## config.mk

```make
export PLATFORM = sky130hd
export DESIGN_NAME = sorted_list_table_engine_top
export DESIGN_NICKNAME = d
export VERILOG_FILES = /design/src/hw/rtl/slte_pkg.sv /design/src/hw/rtl/slte_ram.sv /design/src/hw/rtl/slte_cmp.sv /design/src/hw/rtl/slte_ctrl.sv /design/src/hw/rtl/sorted_list_table_engine_top.sv
export VERILOG_INCLUDE_DIRS = /design/src /design/src/hw/rtl
export SDC_FILE = /design/constraint.sdc
export NUM_CORES = 2
export LEC_CHECK = 0
export BUFFER_PORTS_ARGS = -buffer_cell sky130_fd_sc_hd__buf_2
export CAP_MARGIN = 5
export CORE_ASPECT_RATIO = 1.75
export CORE_MARGIN = 1
export CORE_UTILIZATION = 35
export DETAILED_ROUTE_END_ITERATION = 10
export HOLD_SLACK_MARGIN = 0.02
export REMOVE_ABC_BUFFERS = 1
export SYNTH_ARGS = -nofsm -noshare
export SYNTH_HDL_FRONTEND = slang
export SYNTH_SLANG_ARGS = --single-unit
```

## constraint.sdc

```tcl
create_clock -name clock -period 4.2 [get_ports clock]
set_clock_uncertainty 0.05 [all_clocks]
set_input_delay 0.42 -clock clock [delete_from_list [all_inputs] [get_ports clock]]
set_output_delay 0.42 -clock clock [all_outputs]
set_load 0.01 [all_outputs]
```

## src/hw/rtl/sorted_list_table_engine_top_defines.svh

```systemverilog
// Assertion macros for the sorted list table engine.
// Included by the modules that carry concurrent checks; depends on nothing else.
`ifndef SORTED_LIST_TABLE_ENGINE_TOP_DEFINES_SVH
`define SORTED_LIST_TABLE_ENGINE_TOP_DEFINES_SVH

`ifndef SYNTH
// Same-cycle implication under the synchronous reset.
`define SLTE_ASSERT_IMP(label, clk, rst, ante, cons, msg) \
   label: assert property (@(posedge clk) disable iff (rst) (ante) |-> (cons)) \
      else $error(msg);
// Next-cycle implication under the synchronous reset.
`define SLTE_ASSERT_NXT(label, clk, rst, ante, cons, msg) \
   label: assert property (@(posedge clk) disable iff (rst) (ante) |=> (cons)) \
      else $error(msg);
`else
`define SLTE_ASSERT_IMP(label, clk, rst, ante, cons, msg)
`define SLTE_ASSERT_NXT(label, clk, rst, ante, cons, msg)
`endif

`endif

```

## src/hw/rtl/slte_pkg.sv

```systemverilog
// Shared types, codes and widths of the sorted list table engine.
// Used by all modules of the block; depends on nothing.
package slte_pkg;

   localparam int DEPTH_DEFAULT = 64;
   localparam int VALUE_W       = 32;
   localparam int POS_W         = 7;
   localparam int KIND_W        = 3;
   localparam int STATUS_W      = 2;
   localparam int COUNT_W       = 7;

   localparam logic [KIND_W-1:0] REQ_INSERT   = 3'd0;
   localparam logic [KIND_W-1:0] REQ_CONTAINS = 3'd1;
   localparam logic [KIND_W-1:0] REQ_GET      = 3'd2;
   localparam logic [KIND_W-1:0] REQ_REMOVE   = 3'd3;
   localparam logic [KIND_W-1:0] REQ_REVERSE  = 3'd4;

   localparam logic [STATUS_W-1:0] ST_OK    = 2'd0;
   localparam logic [STATUS_W-1:0] ST_RANGE = 2'd1;
   localparam logic [STATUS_W-1:0] ST_FULL  = 2'd2;

   localparam logic [VALUE_W-1:0] READ_MISS = {VALUE_W{1'b1}};

   typedef struct packed {
      logic                found;
      logic [VALUE_W-1:0]  read_value;
      logic                read_valid;
      logic [STATUS_W-1:0] status;
   } result_type;

endpackage

```

## src/hw/rtl/slte_ram.sv

```systemverilog
// Entry storage of the sorted list table engine: one write port, two read ports.
// Read data is registered and only updated when a read is enabled; uses slte_pkg.
module slte_ram
   import slte_pkg::*;
#(
   parameter int DEPTH = DEPTH_DEFAULT,
   localparam int AW = (DEPTH > 1) ? $clog2(DEPTH) : 1
) (
   input  logic               clock,
   input  logic               rd_en,
   input  logic [AW-1:0]      rd_addr_a,
   input  logic [AW-1:0]      rd_addr_b,
   output logic [VALUE_W-1:0] rd_data_a,
   output logic [VALUE_W-1:0] rd_data_b,
   input  logic               wr_en,
   input  logic [AW-1:0]      wr_addr,
   input  logic [VALUE_W-1:0] wr_data
);

   logic [VALUE_W-1:0] mem_ff [DEPTH];
   logic [VALUE_W-1:0] rd_a_ff;
   logic [VALUE_W-1:0] rd_b_ff;

   always_ff @(posedge clock) begin
      if (wr_en) begin
         mem_ff[wr_addr] <= wr_data;
      end
      if (rd_en) begin
         rd_a_ff <= mem_ff[rd_addr_a];
         rd_b_ff <= mem_ff[rd_addr_b];
      end
   end

   assign rd_data_a = rd_a_ff;
   assign rd_data_b = rd_b_ff;

endmodule

```

## src/hw/rtl/slte_cmp.sv

```systemverilog
// Shared value comparator of the sorted list table engine.
// Signed greater-than for the insert walk, equality for the search; uses slte_pkg.
module slte_cmp
   import slte_pkg::*;
(
   input  logic [VALUE_W-1:0] key,
   input  logic [VALUE_W-1:0] entry,
   output logic               key_gt,
   output logic               key_eq
);

   assign key_gt = $signed(key) > $signed(entry);
   assign key_eq = key == entry;

endmodule

```

## src/hw/rtl/slte_ctrl.sv

```systemverilog
// Request sequencer of the sorted list table engine.
// Steps through the entry memory with the shared comparator; uses slte_pkg, slte_cmp.
`include "sorted_list_table_engine_top_defines.svh"

module slte_ctrl
   import slte_pkg::*;
#(
   parameter int DEPTH = DEPTH_DEFAULT,
   localparam int AW = (DEPTH > 1) ? $clog2(DEPTH) : 1,
   localparam int CW = $clog2(DEPTH + 1)
) (
   input  logic               clock,
   input  logic               reset,
   input  logic               req_valid,
   output logic               req_ready,
   input  logic [KIND_W-1:0]  req_kind,
   input  logic [VALUE_W-1:0] req_value,
   input  logic [POS_W-1:0]   req_position,
   input  logic               rsp_free,
   output logic               done,
   output result_type         result,
   output logic [CW-1:0]      count,
   output logic               rd_en,
   output logic [AW-1:0]      rd_addr_a,
   output logic [AW-1:0]      rd_addr_b,
   input  logic [VALUE_W-1:0] rd_data_a,
   input  logic [VALUE_W-1:0] rd_data_b,
   output logic               wr_en,
   output logic [AW-1:0]      wr_addr,
   output logic [VALUE_W-1:0] wr_data
);

   localparam int MW = (CW > POS_W) ? CW : POS_W;

   localparam logic [3:0] S_IDLE    = 4'd0;
   localparam logic [3:0] S_INS_RD  = 4'd1;
   localparam logic [3:0] S_INS_EV  = 4'd2;
   localparam logic [3:0] S_CON_RD  = 4'd3;
   localparam logic [3:0] S_CON_EV  = 4'd4;
   localparam logic [3:0] S_GET_EV  = 4'd5;
   localparam logic [3:0] S_REM_RD  = 4'd6;
   localparam logic [3:0] S_REM_WR  = 4'd7;
   localparam logic [3:0] S_REV_RD  = 4'd8;
   localparam logic [3:0] S_REV_WLO = 4'd9;
   localparam logic [3:0] S_REV_WHI = 4'd10;
   localparam logic [3:0] S_FINISH  = 4'd11;

   logic [3:0]         state_ff, state_in;
   logic [CW-1:0]      count_ff, count_in;
   logic [CW-1:0]      idx_ff, idx_in;
   logic [CW-1:0]      hi_ff, hi_in;
   logic [VALUE_W-1:0] key_ff, key_in;
   logic [VALUE_W-1:0] carry_ff, carry_in;
   logic               shifting_ff, shifting_in;
   result_type         res_ff, res_in;

   logic               accept;
   logic               key_gt, key_eq;
   logic [CW-1:0]      idx_p1;
   logic [MW-1:0]      pos_ext, cnt_ext;
   logic               pos_in_range;
   logic               full;

   slte_cmp u_cmp (
      .key    (key_ff),
      .entry  (rd_data_a),
      .key_gt (key_gt),
      .key_eq (key_eq)
   );

   assign accept       = req_valid && req_ready;
   assign idx_p1       = idx_ff + 1'b1;
   assign pos_ext      = MW'(req_position);
   assign cnt_ext      = MW'(count_ff);
   assign pos_in_range = pos_ext < cnt_ext;
   assign full         = count_ff == CW'(DEPTH);

   always_comb begin
      state_in    = state_ff;
      count_in    = count_ff;
      idx_in      = idx_ff;
      hi_in       = hi_ff;
      key_in      = key_ff;
      carry_in    = carry_ff;
      shifting_in = shifting_ff;
      res_in      = res_ff;
      rd_en       = 1'b0;
      rd_addr_a   = idx_ff[AW-1:0];
      rd_addr_b   = hi_ff[AW-1:0];
      wr_en       = 1'b0;
      wr_addr     = idx_ff[AW-1:0];
      wr_data     = carry_ff;
      done        = 1'b0;

      case (state_ff)
         S_IDLE: begin
            if (accept) begin
               key_in      = req_value;
               carry_in    = req_value;
               shifting_in = 1'b0;
               idx_in      = '0;
               res_in      = '0;
               state_in    = S_FINISH;
               case (req_kind)
                  REQ_INSERT: begin
                     if (full) begin
                        res_in.status = ST_FULL;
                     end else begin
                        state_in = S_INS_RD;
                     end
                  end
                  REQ_CONTAINS: begin
                     state_in = S_CON_RD;
                  end
                  REQ_GET: begin
                     if (pos_in_range) begin
                        rd_en     = 1'b1;
                        rd_addr_a = pos_ext[AW-1:0];
                        state_in  = S_GET_EV;
                     end else begin
                        res_in.read_value = READ_MISS;
                     end
                  end
                  REQ_REMOVE: begin
                     if (pos_in_range) begin
                        idx_in   = pos_ext[CW-1:0];
                        state_in = S_REM_RD;
                     end else begin
                        res_in.status = ST_RANGE;
                     end
                  end
                  REQ_REVERSE: begin
                     hi_in = count_ff - 1'b1;
                     if (count_ff > CW'(1)) begin
                        state_in = S_REV_RD;
                     end
                  end
                  default: begin
                     state_in = S_FINISH;
                  end
               endcase
            end
         end
         S_INS_RD: begin
            // Past the last entry the pending value lands at the tail.
            if (idx_ff == count_ff) begin
               wr_en    = 1'b1;
               count_in = count_ff + 1'b1;
               state_in = S_FINISH;
            end else begin
               rd_en    = 1'b1;
               state_in = S_INS_EV;
            end
         end
         S_INS_EV: begin
            // Once the slot is found, each entry is replaced by the one before it.
            if (shifting_ff || !key_gt) begin
               wr_en       = 1'b1;
               carry_in    = rd_data_a;
               shifting_in = 1'b1;
            end
            idx_in   = idx_p1;
            state_in = S_INS_RD;
         end
         S_CON_RD: begin
            if (idx_ff == count_ff) begin
               state_in = S_FINISH;
            end else begin
               rd_en    = 1'b1;
               state_in = S_CON_EV;
            end
         end
         S_CON_EV: begin
            if (key_eq) begin
               res_in.found = 1'b1;
               state_in     = S_FINISH;
            end else begin
               idx_in   = idx_p1;
               state_in = S_CON_RD;
            end
         end
         S_GET_EV: begin
            res_in.read_value = rd_data_a;
            res_in.read_valid = 1'b1;
            state_in          = S_FINISH;
         end
         S_REM_RD: begin
            if (idx_p1 == count_ff) begin
               count_in = count_ff - 1'b1;
               state_in = S_FINISH;
            end else begin
               rd_en     = 1'b1;
               rd_addr_a = idx_p1[AW-1:0];
               state_in  = S_REM_WR;
            end
         end
         S_REM_WR: begin
            wr_en    = 1'b1;
            wr_data  = rd_data_a;
            idx_in   = idx_p1;
            state_in = S_REM_RD;
         end
         S_REV_RD: begin
            if (idx_ff >= hi_ff) begin
               state_in = S_FINISH;
            end else begin
               rd_en    = 1'b1;
               state_in = S_REV_WLO;
            end
         end
         S_REV_WLO: begin
            wr_en    = 1'b1;
            wr_data  = rd_data_b;
            state_in = S_REV_WHI;
         end
         S_REV_WHI: begin
            wr_en    = 1'b1;
            wr_addr  = hi_ff[AW-1:0];
            wr_data  = rd_data_a;
            idx_in   = idx_p1;
            hi_in    = hi_ff - 1'b1;
            state_in = S_REV_RD;
         end
         S_FINISH: begin
            if (rsp_free) begin
               done     = 1'b1;
               state_in = S_IDLE;
            end
         end
         default: begin
            state_in = S_IDLE;
         end
      endcase
   end

   always_ff @(posedge clock) begin
      if (reset) begin
         state_ff <= S_IDLE;
         count_ff <= '0;
      end else begin
         state_ff <= state_in;
         count_ff <= count_in;
      end
      idx_ff      <= idx_in;
      hi_ff       <= hi_in;
      key_ff      <= key_in;
      carry_ff    <= carry_in;
      shifting_ff <= shifting_in;
      res_ff      <= res_in;
   end

   assign req_ready = state_ff == S_IDLE;
   assign result    = res_ff;
   assign count     = count_ff;

   `SLTE_ASSERT_IMP(a_count_bound, clock, reset, 1'b1, count_ff <= CW'(DEPTH),
      "entry count above table depth")
   `SLTE_ASSERT_IMP(a_write_addr, clock, reset, wr_en, {1'b0, wr_addr} < (AW+1)'(DEPTH),
      "memory write outside table")
   `SLTE_ASSERT_NXT(a_read_use, clock, reset, rd_en,
      state_ff == S_INS_EV || state_ff == S_CON_EV || state_ff == S_GET_EV ||
      state_ff == S_REM_WR || state_ff == S_REV_WLO,
      "read data not consumed in the following cycle")
   `SLTE_ASSERT_NXT(a_full_drop, clock, reset, accept && req_kind == REQ_INSERT && full,
      state_ff == S_FINISH && res_ff.status == ST_FULL && count_ff == CW'(DEPTH),
      "insert into full table not dropped")

endmodule

```

## src/hw/rtl/sorted_list_table_engine_top.sv

```systemverilog
// Sorted list table engine: an ordered table of signed 32-bit values.
// Requests arrive on the req_ stream: tuser carries the kind (insert, contains,
// get, remove, reverse), tdata the value and position. Each request yields one
// response on the rsp_ stream with the found flag, read value, status and the
// entry count; tuser carries the read-valid flag.
// One request is handled at a time; req_tready is high only while the
// sequencer is idle. All table work goes through one entry memory with
// registered reads, so each request is a series of memory accesses:
//   insert    walks to the slot, then shifts the tail
//   contains  walks the entries, stopping at the first match
//   get       reads one entry, remove shifts the entries above the position down
//   reverse   swaps pairs from both ends (read pair, write low, write high)
// A finished response sits in an output register; when the receiver stalls,
// the sequencer holds its result until that register frees up.
// Reset clears the count and the handshake state; the memory needs no clearing
// pass since only entries below the count are ever read.
// Depends on slte_pkg, slte_ctrl, slte_ram.
module sorted_list_table_engine_top
   import slte_pkg::*;
#(
   parameter int DEPTH = DEPTH_DEFAULT
) (
   input  logic        clock,
   input  logic        reset,
   input  logic        req_tvalid,
   output logic        req_tready,
   input  logic [39:0] req_tdata,  // value[31:0], position[38:32], zero pad
   input  logic [2:0]  req_tuser,  // req_type[2:0]
   output logic        rsp_tvalid,
   input  logic        rsp_tready,
   output logic [47:0] rsp_tdata,  // found[0], read_value[32:1], status[34:33],
                                   // entry_count[41:35], zero pad
   output logic        rsp_tuser   // read_valid
);

   localparam int AW = (DEPTH > 1) ? $clog2(DEPTH) : 1;
   localparam int CW = $clog2(DEPTH + 1);
   localparam int MW = (CW > COUNT_W) ? CW : COUNT_W;

   logic               rsp_valid_ff;
   result_type         rsp_res_ff;
   logic [COUNT_W-1:0] rsp_count_ff;
   logic               rsp_free;
   logic               done;
   result_type         result;
   logic [CW-1:0]      count;
   logic [MW-1:0]      count_ext;

   logic               rd_en;
   logic [AW-1:0]      rd_addr_a, rd_addr_b;
   logic [VALUE_W-1:0] rd_data_a, rd_data_b;
   logic               wr_en;
   logic [AW-1:0]      wr_addr;
   logic [VALUE_W-1:0] wr_data;

   slte_ctrl #(.DEPTH(DEPTH)) u_ctrl (
      .clock        (clock),
      .reset        (reset),
      .req_valid    (req_tvalid),
      .req_ready    (req_tready),
      .req_kind     (req_tuser),
      .req_value    (req_tdata[VALUE_W-1:0]),
      .req_position (req_tdata[VALUE_W+POS_W-1:VALUE_W]),
      .rsp_free     (rsp_free),
      .done         (done),
      .result       (result),
      .count        (count),
      .rd_en        (rd_en),
      .rd_addr_a    (rd_addr_a),
      .rd_addr_b    (rd_addr_b),
      .rd_data_a    (rd_data_a),
      .rd_data_b    (rd_data_b),
      .wr_en        (wr_en),
      .wr_addr      (wr_addr),
      .wr_data      (wr_data)
   );

   slte_ram #(.DEPTH(DEPTH)) u_ram (
      .clock     (clock),
      .rd_en     (rd_en),
      .rd_addr_a (rd_addr_a),
      .rd_addr_b (rd_addr_b),
      .rd_data_a (rd_data_a),
      .rd_data_b (rd_data_b),
      .wr_en     (wr_en),
      .wr_addr   (wr_addr),
      .wr_data   (wr_data)
   );

   assign rsp_free  = !rsp_valid_ff || rsp_tready;
   assign count_ext = MW'(count);

   always_ff @(posedge clock) begin
      if (reset) begin
         rsp_valid_ff <= 1'b0;
      end else if (done) begin
         rsp_valid_ff <= 1'b1;
      end else if (rsp_tready) begin
         rsp_valid_ff <= 1'b0;
      end
      if (done) begin
         rsp_res_ff   <= result;
         rsp_count_ff <= count_ext[COUNT_W-1:0];
      end
   end

   assign rsp_tvalid = rsp_valid_ff;
   assign rsp_tdata  = {6'd0, rsp_count_ff, rsp_res_ff.status,
                        rsp_res_ff.read_value, rsp_res_ff.found};
   assign rsp_tuser  = rsp_res_ff.read_valid;

endmodule
```

==> results.toml <==
[synthesis]
synth_area_sq_um = 110000
syn_inst = 8199
synthAdderAreaFrac = 0.00567
synthDistinctLibCells = 85
synth_xor_area_frac = 0.00246
synth-compound-area-share = 0.0917
synth_mux_area_frac = 0.156
async_flop_share = 0
ys_ff_latch = 2282
yosysSeqAreaShare = 0.620
ys.warnings.count = 0
synthTopCellsByArea = "edfxtp_1, mux2i_1, mux4_2"
synth_top_family_by_area = "multiplexers"
synth_ff_type = "edfxtp_1"
synth_common_cells = "edfxtp_1, nand2_1, mux2i_1, clkbuf_1, nand3_1"
synth_top_area_cell = "edfxtp_1"
synth_simple_gate_area_frac = 0.0972
postSynthAreaPerCell_sq_um = 13.4
post-synth-top-count-cell = "edfxtp_1"
yosys.area.top_type_share = 0.618
synth_edf_count = 2270

[die]
die_w_microns = 426
core_area_sq_um = 313000
die_area_sq_um = 317000
initial_core_util = 0.352
rows = 272
ios = 98
die_y_microns = 745

[status]
status = "complete, but fails checks"
violations = "negative setup slack"

[sta]
setup_viol = 111
post-route-period-util = 1.03
finalMaxSlewViolations = 0
maxSlewHeadroom = 0.161
max_clock_freq_mhz = 232
timing.final.ws_setup_ns = -0.113
finalHoldViolations = 0
worst_pin_slew_ns = 1.26
holdWs_ns = 0.0810
rsz0062_at_grt = "true"
period_needed_ns = 4.31

[drt]
drc = 0
drtPass1Iterations = 7
vias_per_cell = 6.05
drt_wl_total_microns = 406000
antenna_left = 0
wl_per_cell_microns = 30.8
num_vias = 79700
drt_iter0_markers = 8808

[critical_path]
r2r_start = "u_ram.rd_data_a[10]"
crit_path_cell_trace = "inv_1, ha_2, a21o_1, a21oi_1, buf_4, or2_2, a31oi_1, nor4_1, buf_4, mux2i_4, buf_12, a22oi_2, buf_12, nor2_4, buf_12, buf_6, buf_12"
r2r_slack_ns = -0.11
cp_max_fo = 10
slowest_stage = "ha_2"
critPathLaunchType = "flip-flop"
cp_top_family = "buffers and inverters"
timing.rr.end = "u_ram.mem_ff[24][30]"
slowest_delay_ns = 0.57
criticalPathCategory = "reg -> reg"
r2r_cells = 17
cpMostUsedCell = "buf_12"
crit_buf_inv = 8
cp.required_ns = 4.78
crit_path_end_kind = "flip-flop"
critPathArrivalTime_ns = 4.89

[placement]
routabilityCongestion = 0.951
place_ws_ns = -0.450
dp_hpwl_microns = 289000
port_buffers = 90

[clock_tree]
clkTransAtPathRegs_ns = 0.07
clock_latency_ns = 0.89
cts_buffers = 203
clk_path_buf_depth = 4
clock_sinks = 2282
h-tree-depth = 4
cts_tree = "yes"
cts_root_buf = "clkbuf_16"

[final_layout]
multi_input_area_sq_um = 40300
layout-drive-gt1-share = 0.211
area_delta_synth_final_pct = 20.8
seq_area_sq_um = 68400
fillerInstances = 28000
nets = 8994

[power]
netSwitchingPower_mw = 41.5
p_leak_nw = 47.8
p_per_area_nw_per_um2 = 762
switching_share = 0.409
p_int_mw = 60.0
power.share.clock = 0.196
seqPwrFrac = 0.316
p_comb_frac = 0.488
ir_drop_v = 0.000560

[hold_path]
min_delay_worst_endpoint = "u_ctrl.idx_ff[2]"
hold_class = "in -> reg"
hold_depth = 4
worstHoldStart = "req_tdata[34]"

[grt]
grt_first_pass_wirelength_microns = 573000
grt_pass1_vias = 80100
grt_max_degree = 86
track_usage = 0.249
antenna_found_initial = 12
grt_overflow = 0

[job]
maxCapViolations = 0
==> placed cells by master (no fill, tap or decap), drive strengths merged, types with 9 or more instances in the layout <==
master / count
mux4: 310
bufinv: 35
nand3: 360
dfxtp: 12
nand2b: 9
a21o: 45
o311a: 28
o221ai: 294
nor4: 11
and3: 49
nor2b: 9
a32o: 30
a221oi: 95
a222oi: 31
nand4: 79
nand2: 1556
clkinvlp: 12
a22o: 61
clkbuf: 243
buf: 1070
a211oi: 16
edfxtp: 2270
a22oi: 96
o22ai: 156
nor2: 148
a21oi: 233
o21ai: 74
and4: 30
a31oi: 48
ha: 50
and2: 9
a32oi: 95
dlygate4sd3: 45
mux2i: 1013
inv: 59
clkinv: 75
o21a: 9
nor3: 195
xnor2: 25
==> state kept, by name, summed over array words and instances, names as in the netlist <==
register / cells
u_ram.mem_ff: 2048
u_ctrl.result: 36
rsp_tdata: 35
u_ctrl.carry_ff: 32
u_ctrl.key_ff: 32
u_ram.rd_data_a: 32
u_ram.rd_data_b: 32
rsp_count_ff: 7
u_ctrl.count: 7
u_ctrl.hi_ff: 7
u_ctrl.idx_ff: 7
u_ctrl.state_ff: 4
rsp_tuser: 1
rsp_tvalid: 1
u_ctrl.shifting_ff: 1
==> kinds of logic after synthesis <==
family / after synthesis
AOI/OAI and AO/OA: 1348
xor gates and xnor gates: 31
adders and majority gates: 50
buffers and inverters: 691
DFF: 2282
muxes: 1325
other: 1
and+or+nand+nor: 2471
==> power by group through the flow <==
stage | logic [mW] | clock network (mW) | registers, mW
after floorplan | 17.7 | 0 | 32.7
after global placement | 45.4 | 0 | 32.4
after detailed placement | 46.1 | 0 | 32.5
after CTS | 48.0 | 20.1 | 32.0
after global routing | 51.8 | 20.8 | 32.1
final | 49.5 | 19.9 | 32.0
==> per-stage QoR <==
| step | TNS, ns | utilization | cell area, sq um | std cells | power [mW] |
|---|---|---|---|---|---|
| 2_1_floorplan | - | - | 108000 | 7571 | 50.4 |
| 3_3_place_gp | -229.97 | 0.396 | 124000 | 12700 | 77.8 |
| 3_5_place_dp | -168.72 | 0.396 | 124000 | 12700 | 78.5 |
| 4_1_cts | -2.93 | 0.423 | 133000 | 13200 | 100 |
| 5_1_grt | -6.61 | 0.425 | 133000 | 13200 | 105 |
| 6_report | -4.69 | 0.425 | 133000 | 13200 | 101 |
==> tightest hold or removal path: stages <==
cell and delay [ns]:
buf_2 0.09, buf_4 0.14, nand2_1 0.09, o21ai_0 0.12
==> layer usage <==
layer	GRT usage	share of wire	up-vias
li1	-	-	33800
met1	0.277	0.35	40600
met2	0.443	0.51	4145
met3	0.0419	0.075	1136
met4	0.146	0.066	8
met5	0	0.00013	-
==> what timing repair did <==
item	CTS	global route
setup buffers	49	11
gates cloned	9	0
hold buffers	45	0
hold endpoints to repair	83	0
resized for setup	95	65
pin swaps	28	35
endpoints found under the setup margin	1502	1446
==> cell type report <==
| cell class | count | share of cell area |
|---|---|---|
| timing repair buffer | 1121 | 0.0918 |
| clock buffer | 243 | 0.0402 |
| multi-input combinational | 5231 | 0.303 |
| clock inverter | 123 | 0.0112 |
| tap | 4110 | 0.0386 |
| sequential | 2282 | 0.514 |
| antenna | 6 | 0.000113 |
| inverter | 58 | 0.00173 |
==> how the worst max path moves through the flow <==
stage                   startpoint                   end  slack (ns)  cells after the start
2_1_floorplan     u_ctrl.idx_ff[0]   u_ram.rd_data_a[27]      -24.55                     10
3_3_place_gp         req_tdata[34]   u_ram.rd_data_a[13]       -0.46                     19
3_5_place_dp      u_ctrl.idx_ff[0]   u_ram.rd_data_a[13]       -0.45                     16
4_1_cts         u_ram.rd_data_a[1]  u_ram.mem_ff[24][30]       -0.06                     20
5_1_grt            u_ctrl.count[2]   u_ram.rd_data_a[27]       -0.21                     17
6_report       u_ram.rd_data_a[10]  u_ram.mem_ff[24][30]       -0.11                     17
(Power assumes the default switching activity.)
